$ cat config.mk
export PLATFORM = sky130hd
export DESIGN_NAME = priority_task_queue_core
export DESIGN_NICKNAME = d
export VERILOG_FILES = /design/src/sv/ptq_pkg.sv /design/src/sv/ptq_ctrl.sv /design/src/sv/ptq_datapath.sv /design/src/sv/priority_task_queue_core.sv
export SDC_FILE = /design/constraint.sdc
export NUM_CORES = 1
export LEC_CHECK = 0
export BUFFER_PORTS_ARGS = -buffer_cell sky130_fd_sc_hd__buf_2
export CAP_MARGIN = 20
export CORE_ASPECT_RATIO = 0.75
export CORE_MARGIN = 10
export CORE_UTILIZATION = 35
export CTS_BUF_LIST = sky130_fd_sc_hd__clkbuf_8
export DETAILED_ROUTE_END_ITERATION = 12
export HOLD_SLACK_MARGIN = 0.15
export PLACE_DENSITY_LB_ADDON = 0.2
export SYNTH_ARGS = -nofsm -noshare
export SYNTH_HDL_FRONTEND = slang
export SYNTH_HIERARCHICAL = 1
export SYNTH_SLANG_ARGS = --single-unit
$ cat constraint.sdc
create_clock -name clock -period 6.7 [get_ports clock]
set_input_delay 1.005 -clock clock [delete_from_list [all_inputs] [get_ports clock]]
set_output_delay 1.005 -clock clock [all_outputs]
set_load 0.1 [all_outputs]
$ cat src/sv/ptq_pkg.sv
// Shared types, constants and codes of the priority task queue.
package ptq_pkg;

   localparam int LEVEL_DEPTH_DEF = 16;
   localparam int ID_BITS_DEF     = 16;
   localparam int NUM_LEVELS      = 4;
   localparam int LQ_W            = 2;

   localparam int TASK_W  = 16;
   localparam int LEVEL_W = 3;
   localparam int PEND_W  = 7;
   localparam int STAT_W  = 2;

   localparam logic [LEVEL_W-1:0] LEVEL_LOW      = 3'd1;
   localparam logic [LEVEL_W-1:0] LEVEL_CRITICAL = 3'd4;

   localparam logic OP_PUSH = 1'b0;
   localparam logic OP_POP  = 1'b1;

   localparam logic [STAT_W-1:0] ST_PUSHED  = 2'd0;
   localparam logic [STAT_W-1:0] ST_DROPPED = 2'd1;
   localparam logic [STAT_W-1:0] ST_POPPED  = 2'd2;
   localparam logic [STAT_W-1:0] ST_NONE    = 2'd3;

   typedef struct packed {
      logic               opcode;
      logic [TASK_W-1:0]  task_id_in;
      logic [LEVEL_W-1:0] level_in;
      logic [LEVEL_W-1:0] min_level;
   } req_type;

   typedef struct packed {
      logic [STAT_W-1:0]  status;
      logic [TASK_W-1:0]  task_id_out;
      logic [LEVEL_W-1:0] level_out;
      logic [PEND_W-1:0]  pending;
   } rsp_type;

   typedef struct packed {
      logic capture;
      logic commit;
      logic load;
   } cmd_type;

   typedef struct packed {
      logic out_busy;
   } sts_type;

endpackage

$ cat src/sv/ptq_ctrl.sv
// Controller state machine of the priority task queue.
module ptq_ctrl (
   input  logic             clock,
   input  logic             reset,
   input  logic             req_valid,
   output logic             req_stall,
   input  ptq_pkg::sts_type sts,
   output ptq_pkg::cmd_type cmd
);

   localparam logic [1:0] S_IDLE = 2'd0;
   localparam logic [1:0] S_EXEC = 2'd1;
   localparam logic [1:0] S_LOAD = 2'd2;

   logic [1:0] state_ff;
   logic [1:0] state_in;

   always_comb begin
      state_in    = state_ff;
      cmd.capture = 1'b0;
      cmd.commit  = 1'b0;
      cmd.load    = 1'b0;
      case (state_ff)
         S_IDLE: begin
            if (req_valid) begin
               cmd.capture = 1'b1;
               state_in    = S_EXEC;
            end
         end
         S_EXEC: begin
            // Hold the operation until the result register is free.
            if (!sts.out_busy) begin
               cmd.commit = 1'b1;
               state_in   = S_LOAD;
            end
         end
         S_LOAD: begin
            cmd.load = 1'b1;
            state_in = S_IDLE;
         end
         default: begin
            state_in = S_IDLE;
         end
      endcase
   end

   assign req_stall = (state_ff != S_IDLE);

   always_ff @(posedge clock) begin
      if (reset) begin
         state_ff <= S_IDLE;
      end else begin
         state_ff <= state_in;
      end
   end

endmodule

$ cat src/sv/ptq_datapath.sv
// Datapath of the priority task queue: task store, pointers, counts, result register.
module ptq_datapath #(
   parameter int LEVEL_DEPTH = ptq_pkg::LEVEL_DEPTH_DEF,
   parameter int ID_BITS     = ptq_pkg::ID_BITS_DEF
) (
   input  logic             clock,
   input  logic             reset,
   input  ptq_pkg::req_type req_payload,
   output logic             rsp_valid,
   input  logic             rsp_stall,
   output ptq_pkg::rsp_type rsp_payload,
   input  ptq_pkg::cmd_type cmd,
   output ptq_pkg::sts_type sts
);

   localparam int PTR_W = (LEVEL_DEPTH > 1) ? $clog2(LEVEL_DEPTH) : 1;
   localparam int CNT_W = $clog2(LEVEL_DEPTH + 1);
   localparam int TOT_W = $clog2(ptq_pkg::NUM_LEVELS * LEVEL_DEPTH + 1);
   localparam logic [PTR_W-1:0] LAST_SLOT = PTR_W'(LEVEL_DEPTH - 1);
   localparam logic [CNT_W-1:0] FULL_CNT  = CNT_W'(LEVEL_DEPTH);

   logic [ID_BITS-1:0] level_store_ff [ptq_pkg::NUM_LEVELS][LEVEL_DEPTH];
   logic [ID_BITS-1:0] rd_data_ff;

   ptq_pkg::req_type req_ff;
   logic [PTR_W-1:0] rd_idx_ff [ptq_pkg::NUM_LEVELS];
   logic [PTR_W-1:0] rd_idx_in [ptq_pkg::NUM_LEVELS];
   logic [PTR_W-1:0] wr_idx_ff [ptq_pkg::NUM_LEVELS];
   logic [PTR_W-1:0] wr_idx_in [ptq_pkg::NUM_LEVELS];
   logic [CNT_W-1:0] cnt_ff    [ptq_pkg::NUM_LEVELS];
   logic [CNT_W-1:0] cnt_in    [ptq_pkg::NUM_LEVELS];
   logic [TOT_W-1:0] total_ff;
   logic [TOT_W-1:0] total_in;
   logic [ptq_pkg::STAT_W-1:0]  res_status_ff;
   logic [ptq_pkg::STAT_W-1:0]  res_status_in;
   logic [ptq_pkg::LEVEL_W-1:0] res_level_ff;
   logic [ptq_pkg::LEVEL_W-1:0] res_level_in;
   ptq_pkg::rsp_type out_ff;
   ptq_pkg::rsp_type out_in;
   logic out_valid_ff;
   logic out_valid_in;

   logic [ptq_pkg::LQ_W-1:0]    push_q;
   logic [ptq_pkg::LQ_W-1:0]    top_q;
   logic                        any_pending;
   logic [ptq_pkg::LEVEL_W-1:0] top_level;
   logic                        push_ok;
   logic                        pop_ok;
   logic                        do_write;

   function automatic logic [PTR_W-1:0] next_slot(input logic [PTR_W-1:0] slot);
      next_slot = (slot == LAST_SLOT) ? '0 : slot + 1'b1;
   endfunction

   // Saturate the push level into the four queues.
   always_comb begin
      if (req_ff.level_in <= ptq_pkg::LEVEL_LOW) begin
         push_q = '0;
      end else if (req_ff.level_in >= ptq_pkg::LEVEL_CRITICAL) begin
         push_q = ptq_pkg::LQ_W'(ptq_pkg::NUM_LEVELS - 1);
      end else begin
         push_q = ptq_pkg::LQ_W'(req_ff.level_in - ptq_pkg::LEVEL_LOW);
      end
   end

   // Highest non-empty level.
   always_comb begin
      any_pending = 1'b1;
      if (cnt_ff[3] != '0) begin
         top_q = 2'd3;
      end else if (cnt_ff[2] != '0) begin
         top_q = 2'd2;
      end else if (cnt_ff[1] != '0) begin
         top_q = 2'd1;
      end else begin
         top_q       = 2'd0;
         any_pending = (cnt_ff[0] != '0);
      end
   end

   assign top_level = {1'b0, top_q} + ptq_pkg::LEVEL_LOW;
   assign push_ok   = (cnt_ff[push_q] < FULL_CNT);
   assign pop_ok    = any_pending && (top_level >= req_ff.min_level);
   assign do_write  = cmd.commit && (req_ff.opcode == ptq_pkg::OP_PUSH) && push_ok;

   always_comb begin
      rd_idx_in     = rd_idx_ff;
      wr_idx_in     = wr_idx_ff;
      cnt_in        = cnt_ff;
      total_in      = total_ff;
      res_status_in = res_status_ff;
      res_level_in  = res_level_ff;
      if (cmd.commit) begin
         res_level_in = '0;
         if (req_ff.opcode == ptq_pkg::OP_PUSH) begin
            if (push_ok) begin
               wr_idx_in[push_q] = next_slot(wr_idx_ff[push_q]);
               cnt_in[push_q]    = cnt_ff[push_q] + 1'b1;
               total_in          = total_ff + 1'b1;
               res_status_in     = ptq_pkg::ST_PUSHED;
            end else begin
               res_status_in = ptq_pkg::ST_DROPPED;
            end
         end else begin
            if (pop_ok) begin
               rd_idx_in[top_q] = next_slot(rd_idx_ff[top_q]);
               cnt_in[top_q]    = cnt_ff[top_q] - 1'b1;
               total_in         = total_ff - 1'b1;
               res_status_in    = ptq_pkg::ST_POPPED;
               res_level_in     = top_level;
            end else begin
               res_status_in = ptq_pkg::ST_NONE;
            end
         end
      end
   end

   always_comb begin
      out_in       = out_ff;
      out_valid_in = out_valid_ff;
      if (out_valid_ff && !rsp_stall) begin
         out_valid_in = 1'b0;
      end
      if (cmd.load) begin
         out_valid_in       = 1'b1;
         out_in.status      = res_status_ff;
         out_in.level_out   = res_level_ff;
         out_in.pending     = ptq_pkg::PEND_W'(32'(total_ff));
         out_in.task_id_out = (res_status_ff == ptq_pkg::ST_POPPED) ?
                              ptq_pkg::TASK_W'(32'(rd_data_ff)) : '0;
      end
   end

   // Task store: one write port and one registered read port.
   always_ff @(posedge clock) begin
      if (do_write) begin
         level_store_ff[push_q][wr_idx_ff[push_q]] <= ID_BITS'(32'(req_ff.task_id_in));
      end
      rd_data_ff <= level_store_ff[top_q][rd_idx_ff[top_q]];
   end

   always_ff @(posedge clock) begin
      if (cmd.capture) begin
         req_ff <= req_payload;
      end
      res_status_ff <= res_status_in;
      res_level_ff  <= res_level_in;
      out_ff        <= out_in;
   end

   always_ff @(posedge clock) begin
      if (reset) begin
         rd_idx_ff    <= '{default: '0};
         wr_idx_ff    <= '{default: '0};
         cnt_ff       <= '{default: '0};
         total_ff     <= '0;
         out_valid_ff <= 1'b0;
      end else begin
         rd_idx_ff    <= rd_idx_in;
         wr_idx_ff    <= wr_idx_in;
         cnt_ff       <= cnt_in;
         total_ff     <= total_in;
         out_valid_ff <= out_valid_in;
      end
   end

   assign rsp_valid    = out_valid_ff;
   assign rsp_payload  = out_ff;
   assign sts.out_busy = out_valid_ff;

endmodule

$ cat src/sv/priority_task_queue_core.sv
// Top level of the four-level strict priority task queue.
//
// The req channel carries one operation per beat: a push stores a task id at
// its level (levels below one or above four are saturated), and a pop takes
// the oldest task of the highest non-empty level if that level is at least
// the pop's minimum. The rsp channel returns exactly one beat per request with
// a status code, the popped task and level, and the total count held.
// An operation runs through three steps: capture, execute and result load.
// The request is captured, executed into the result registers once the output
// register is free, and loaded into it; a new request is taken only when idle.
// The store's registered read port sets a pop's load step, which pushes share.
// When the receiver stalls, the result stays in the output register and one
// more request may still be taken; that request then waits in the execute
// step until the output register empties.
// Reset clears all pointers, counts and the output valid; the task store is
// not cleared, since only slots holding a pushed task are ever returned.
module priority_task_queue_core #(
   parameter int LEVEL_DEPTH = ptq_pkg::LEVEL_DEPTH_DEF,
   parameter int ID_BITS     = ptq_pkg::ID_BITS_DEF
) (
   input  logic             clock,
   input  logic             reset,
   input  logic             req_valid,
   output logic             req_stall,
   input  ptq_pkg::req_type req_payload,
   output logic             rsp_valid,
   input  logic             rsp_stall,
   output ptq_pkg::rsp_type rsp_payload
);

   // Commands from the controller and status back from the datapath.
   ptq_pkg::cmd_type cmd;
   ptq_pkg::sts_type sts;

   ptq_ctrl u_ctrl (
      .clock     (clock),
      .reset     (reset),
      .req_valid (req_valid),
      .req_stall (req_stall),
      .sts       (sts),
      .cmd       (cmd)
   );

   ptq_datapath #(
      .LEVEL_DEPTH (LEVEL_DEPTH),
      .ID_BITS     (ID_BITS)
   ) u_datapath (
      .clock       (clock),
      .reset       (reset),
      .req_payload (req_payload),
      .rsp_valid   (rsp_valid),
      .rsp_stall   (rsp_stall),
      .rsp_payload (rsp_payload),
      .cmd         (cmd),
      .sts         (sts)
   );

endmodule

==> results by stage <==
Worst hold path:
- The hold path depth is 1.
- The startpoint identified for the worst hold timing path is req_payload[22].
- The type of the tightest min-delay check is in -> reg.
- The worst hold path terminates at u_datapath/req_ff[22].

Die:
- The core area is 129000 um2.
- In this run the count of I/O pins placed on the die edge is 57.
- The number of placement rows is 114.
- The die covers 144000 um2.
- From bottom edge to top edge, the die measures 331 um.
- The initial cell density of the core is 35.2%.
- The die is 435 um wide.

Clock network:
- Clock-pin slew was measured on the worst setup and hold paths at 0.06 ns.
- The number of buffers added by the clock tree synthesis step is 179.
- After clock tree synthesis, the flow added hold-fix buffers numbering 0.
- The H-tree depth reported by CTS is 4.
- The quantity of gates resized following cts is 0.
- The tree is rooted in a sky130_fd_sc_hd__clkbuf_8.
- Counting along the longest clock path gives a buffer depth of 3.
- The clock insertion delay at the later pin of the skew report is 0.90 ns.
- The number of buffers inserted by post-CTS setup repair is 0.
- The clock net in this run drives a total of 1158 sinks.
- The clock tree from TritonCTS is yes.

Drt:
- For this block, the via count after detailed routing is 28200.
- The post-route DRC violation count is 0.
- The number of vias per cell after detailed routing is 5.64.
- In the final routed layout, each cell accounts on average for 28.0 um.
- The count of nets left with antenna violations once routing finished came out at 0.
- The number of DRC markers after the initial detailed-route iteration is 3973.
- The final routed wirelength across all metal layers is 140000 um.
- The iteration count of the initial detailed-routing pass is 8.

Synth:
- The xor/xnor share of the synthesized area is 0.232%.
- The library cell occupying the most area in the post-synthesis netlist is sky130_fd_sc_hd__edfxtp_1.
- The most used flip-flop cell after synthesis is sky130_fd_sc_hd__edfxtp_1.
- The post-synthesis adder-cell area fraction is 0.625%.
- The post-synthesis compound-gate area fraction is 11.6%.
- The number of synthesized flops with an enable pin is 1080.
- The dominant cell by count in the synthesized netlist is sky130_fd_sc_hd__edfxtp_1.
- The share of synthesized area occupied by flip-flops and latches is 75.1%.
- Dividing the synthesized area by the synthesized cell count gives 15.3 um2.
- Summing every instance area after synthesis gives 45300 um2.
- The multiplexer area fraction after synthesis is 4.29%.
- The commonest cells after synthesis are sky130_fd_sc_hd__edfxtp_1, sky130_fd_sc_hd__nand2_1, sky130_fd_sc_hd__a21oi_1.
- In this run, synthesis produced a sequential element count of 1158.
- The netlist uses 71 different library cells.
- The simple-gate share of the synthesized area is 6.30%.
- The post-synth net total is 3007.
- Ranked by total cell area, the synthesized netlist is headed by sky130_fd_sc_hd__edfxtp_1, sky130_fd_sc_hd__dfxtp_1, sky130_fd_sc_hd__mux2i_1.
- The cell count after synthesis is 2958.
- For this run, the number of Yosys warnings is 6.
- The fraction of registers with async set/reset is 0%.
- After synthesis, the largest family of logic cells by area is compound AO/OA/AOI/OAI gates.
- The top cell type's share of synthesized area is 71.6%.

Timing:
- Setup violations remaining at the end of the flow were counted as 0.
- The final worst-path cycle share is 75.1%.
- The number of max-slew violations in the final report is 0.
- The final period demand of the worst path is 5.03 ns.
- The final worst clock skew is 0.0490 ns.
- Setup total negative slack on the finished layout was measured at 0 ns.
- The number of hold violations in the final report is 0.
- Based on the critical path, the design can be clocked at up to 199 MHz.
- Setup repair after global routing left no endpoint under its margin.
- In this run the tightest slew margin relative to its limit is 23.5%.
- The transition time at the pin with the least slew margin is 1.14 ns.
- Hold is met by 0.300 ns.

Worst setup path:
- Data on the critical path is required at its endpoint by 7.44 ns.
- The worst register-to-register path begins at u_datapath/cnt_ff[0].
- The number of cell instances on the worst register-to-register path is 10.
- STA classifies the critical path startpoint as a flip-flop.
- STA puts the critical path data arrival time at 5.78 ns.
- The sort of element at the end of the critical path is a flip-flop.
- In this run the worst path has a maximum fanout of 57.
- The capture instance of the worst register-to-register path is u_datapath/rd_data_ff[8].
- The critical path is of the reg -> reg type.
- The slack of the worst reg-to-reg path is 1.67 ns.

Placed design:
- Summing all placed instances gives a cell area of 48100 um2.
- Routability-driven placement finished with a final weighted congestion of 0.863.
- Detailed placement finished with a half-perimeter wire length of 82000 um.
- Input and output buffers added on the ports amount to 56.

Final layout:
- For this run, the share of the core covered by cells in the final layout is 40.0%.
- The final-layout fill cell count is 11800.
- The area growth from synthesis to layout is 13.6%.
- After routing the design area is 51400 um2.
- For this run, the post-layout net count is 3176.
- In the final layout, the share of cells above drive strength 1 is 15.6%.

Flow run:
- Max-cap violations in this run came to 0.

Power and ir drop:
- Summing internal, switching and leakage power gives 14.4 mW.
- IR analysis of the VDD net gives a maximum drop of 0.192 mV.
- Power spread over the standard cell area amounts to 281 nW/um2.
- For this design the static power due to leakage is 16.7 nW.

Global route:
- The number of antenna violations at the first check in global routing was 8.
- Global routing finished with a remaining overflow of 0.
- Entering global routing, the biggest net connects 117 pins.
- Global routing consumed, over all layers together, 18.7% of the routing resources.
- The number of global-route vias before repair is 27000.
- The global-route wire length before repair is 199000 um.

Run status:
- The flow ran to the end, and the final reports show no timing, DRC or antenna violations.
logic make-up (layout without fill, tap and decap cells):
| group | Yosys count | after routing |
|---|---|---|
| AND/OR/NAND/NOR | 631 | 631 |
| AO/OA/AOI/OAI | 729 | 729 |
| flip-flops | 1158 | 1158 |
| multiplexers | 186 | 186 |
| adder cells (fa/ha/maj) | 22 | 22 |
| XOR/XNOR | 12 | 12 |
| other | 0 | 3 |
| buffers and inverters | 220 | 529 |
report_power, final:
group | internal [mW] | leakage [nW] | switching [mW]
clock network | 2.66 | 1.94 | 2.83
registers | 7.98 | 10.4 | 0.0371
logic | 0.227 | 4.35 | 0.703
total | 10.9 | 16.7 | 3.57
cells in the final DEF (no fill, tap or decap), types with 52 or more instances in the layout:
| master | n |
|---|---|
| sky130_fd_sc_hd__a211oi_1 | 68 |
| sky130_fd_sc_hd__o221ai_1 | 52 |
| sky130_fd_sc_hd__buf_2 | 56 |
| sky130_fd_sc_hd__a222oi_1 | 65 |
| sky130_fd_sc_hd__mux2_2 | 63 |
| sky130_fd_sc_hd__mux2i_1 | 123 |
| sky130_fd_sc_hd__a21oi_1 | 181 |
| sky130_fd_sc_hd__clkbuf_8 | 184 |
| sky130_fd_sc_hd__a22oi_1 | 56 |
| sky130_fd_sc_hd__nand2_1 | 317 |
| sky130_fd_sc_hd__inv_1 | 93 |
| sky130_fd_sc_hd__nor2_1 | 90 |
| sky130_fd_sc_hd__buf_4 | 122 |
| sky130_fd_sc_hd__o21ai_0 | 67 |
| sky130_fd_sc_hd__edfxtp_1 | 1080 |
| sky130_fd_sc_hd__dfxtp_1 | 76 |
worst max path at each step:
stage	from	to	slack (ns)	depth (start not counted)
2_1_floorplan	u_datapath/cnt_ff[0]	u_datapath/rd_idx_ff[11]	2.60	14
3_5_place_dp	u_datapath/cnt_ff[0]	u_datapath/rd_data_ff[15]	1.85	11
5_1_grt	u_datapath/cnt_ff[0]	u_datapath/rd_data_ff[11]	1.60	10
3_3_place_gp	u_datapath/cnt_ff[0]	u_datapath/rd_data_ff[7]	1.88	11
4_1_cts	u_datapath/cnt_ff[0]	u_datapath/rd_data_ff[15]	1.79	11
6_report	u_datapath/cnt_ff[0]	u_datapath/rd_data_ff[8]	1.67	10
layer usage:
layer  global-route usage [%]  part of all wire (%)
met4                     5.02                   1.7
met2                     27.3                    44
met3                     4.19                   9.1
met5                        0                 0.014
met1                     27.8                    46
registers in the layout, summed over array words and instances (netlist names):
signal,count
u_datapath/rsp_payload,28
u_datapath/cnt_ff,20
u_datapath/req_ff,23
u_datapath/rsp_valid,1
u_datapath/res_level_ff,3
u_datapath/total_ff,7
u_datapath/rd_data_ff,16
u_datapath/res_status_ff,2
u_datapath/wr_idx_ff,16
u_ctrl/state_ff,2
u_datapath/rd_idx_ff,16
u_datapath/level_store_ff,1024
critical path: stages, from the launching register on:
cell and delay (ns):
sky130_fd_sc_hd__dfxtp_1 0.44, sky130_fd_sc_hd__or4_1 0.27, sky130_fd_sc_hd__nand2b_4 0.67, sky130_fd_sc_hd__buf_4 0.62
sky130_fd_sc_hd__a21oi_4 0.15, sky130_fd_sc_hd__inv_4 0.48, sky130_fd_sc_hd__buf_12 0.39, sky130_fd_sc_hd__mux2_2 0.38
sky130_fd_sc_hd__a211oi_1 0.92, sky130_fd_sc_hd__nor3_1 0.25, sky130_fd_sc_hd__o2bb2ai_1 0.21
per-stage QoR:
step	instances	setup WS [ns]
finish	5010	1.67
global route	5009	1.60
CTS	5004	1.79
detailed placement	4683	1.85
global placement	4683	1.88
floorplan	2958	2.60
area by class of cell:
type                    count  area [um2]  share of cell area, %
inverters                  22        85.1                  0.165
diodes                      3        7.51                 0.0146
clock buffers             184        2530                   4.92
repair buffers            186        1340                   2.60
clock inverters           137         748                   1.46
multi-input cells        1580       10500                   20.5
well taps                1740        2180                   4.23
flip-flops and latches   1158       34000                   66.1
Note: power is estimated with default switching activity, not from simulation.
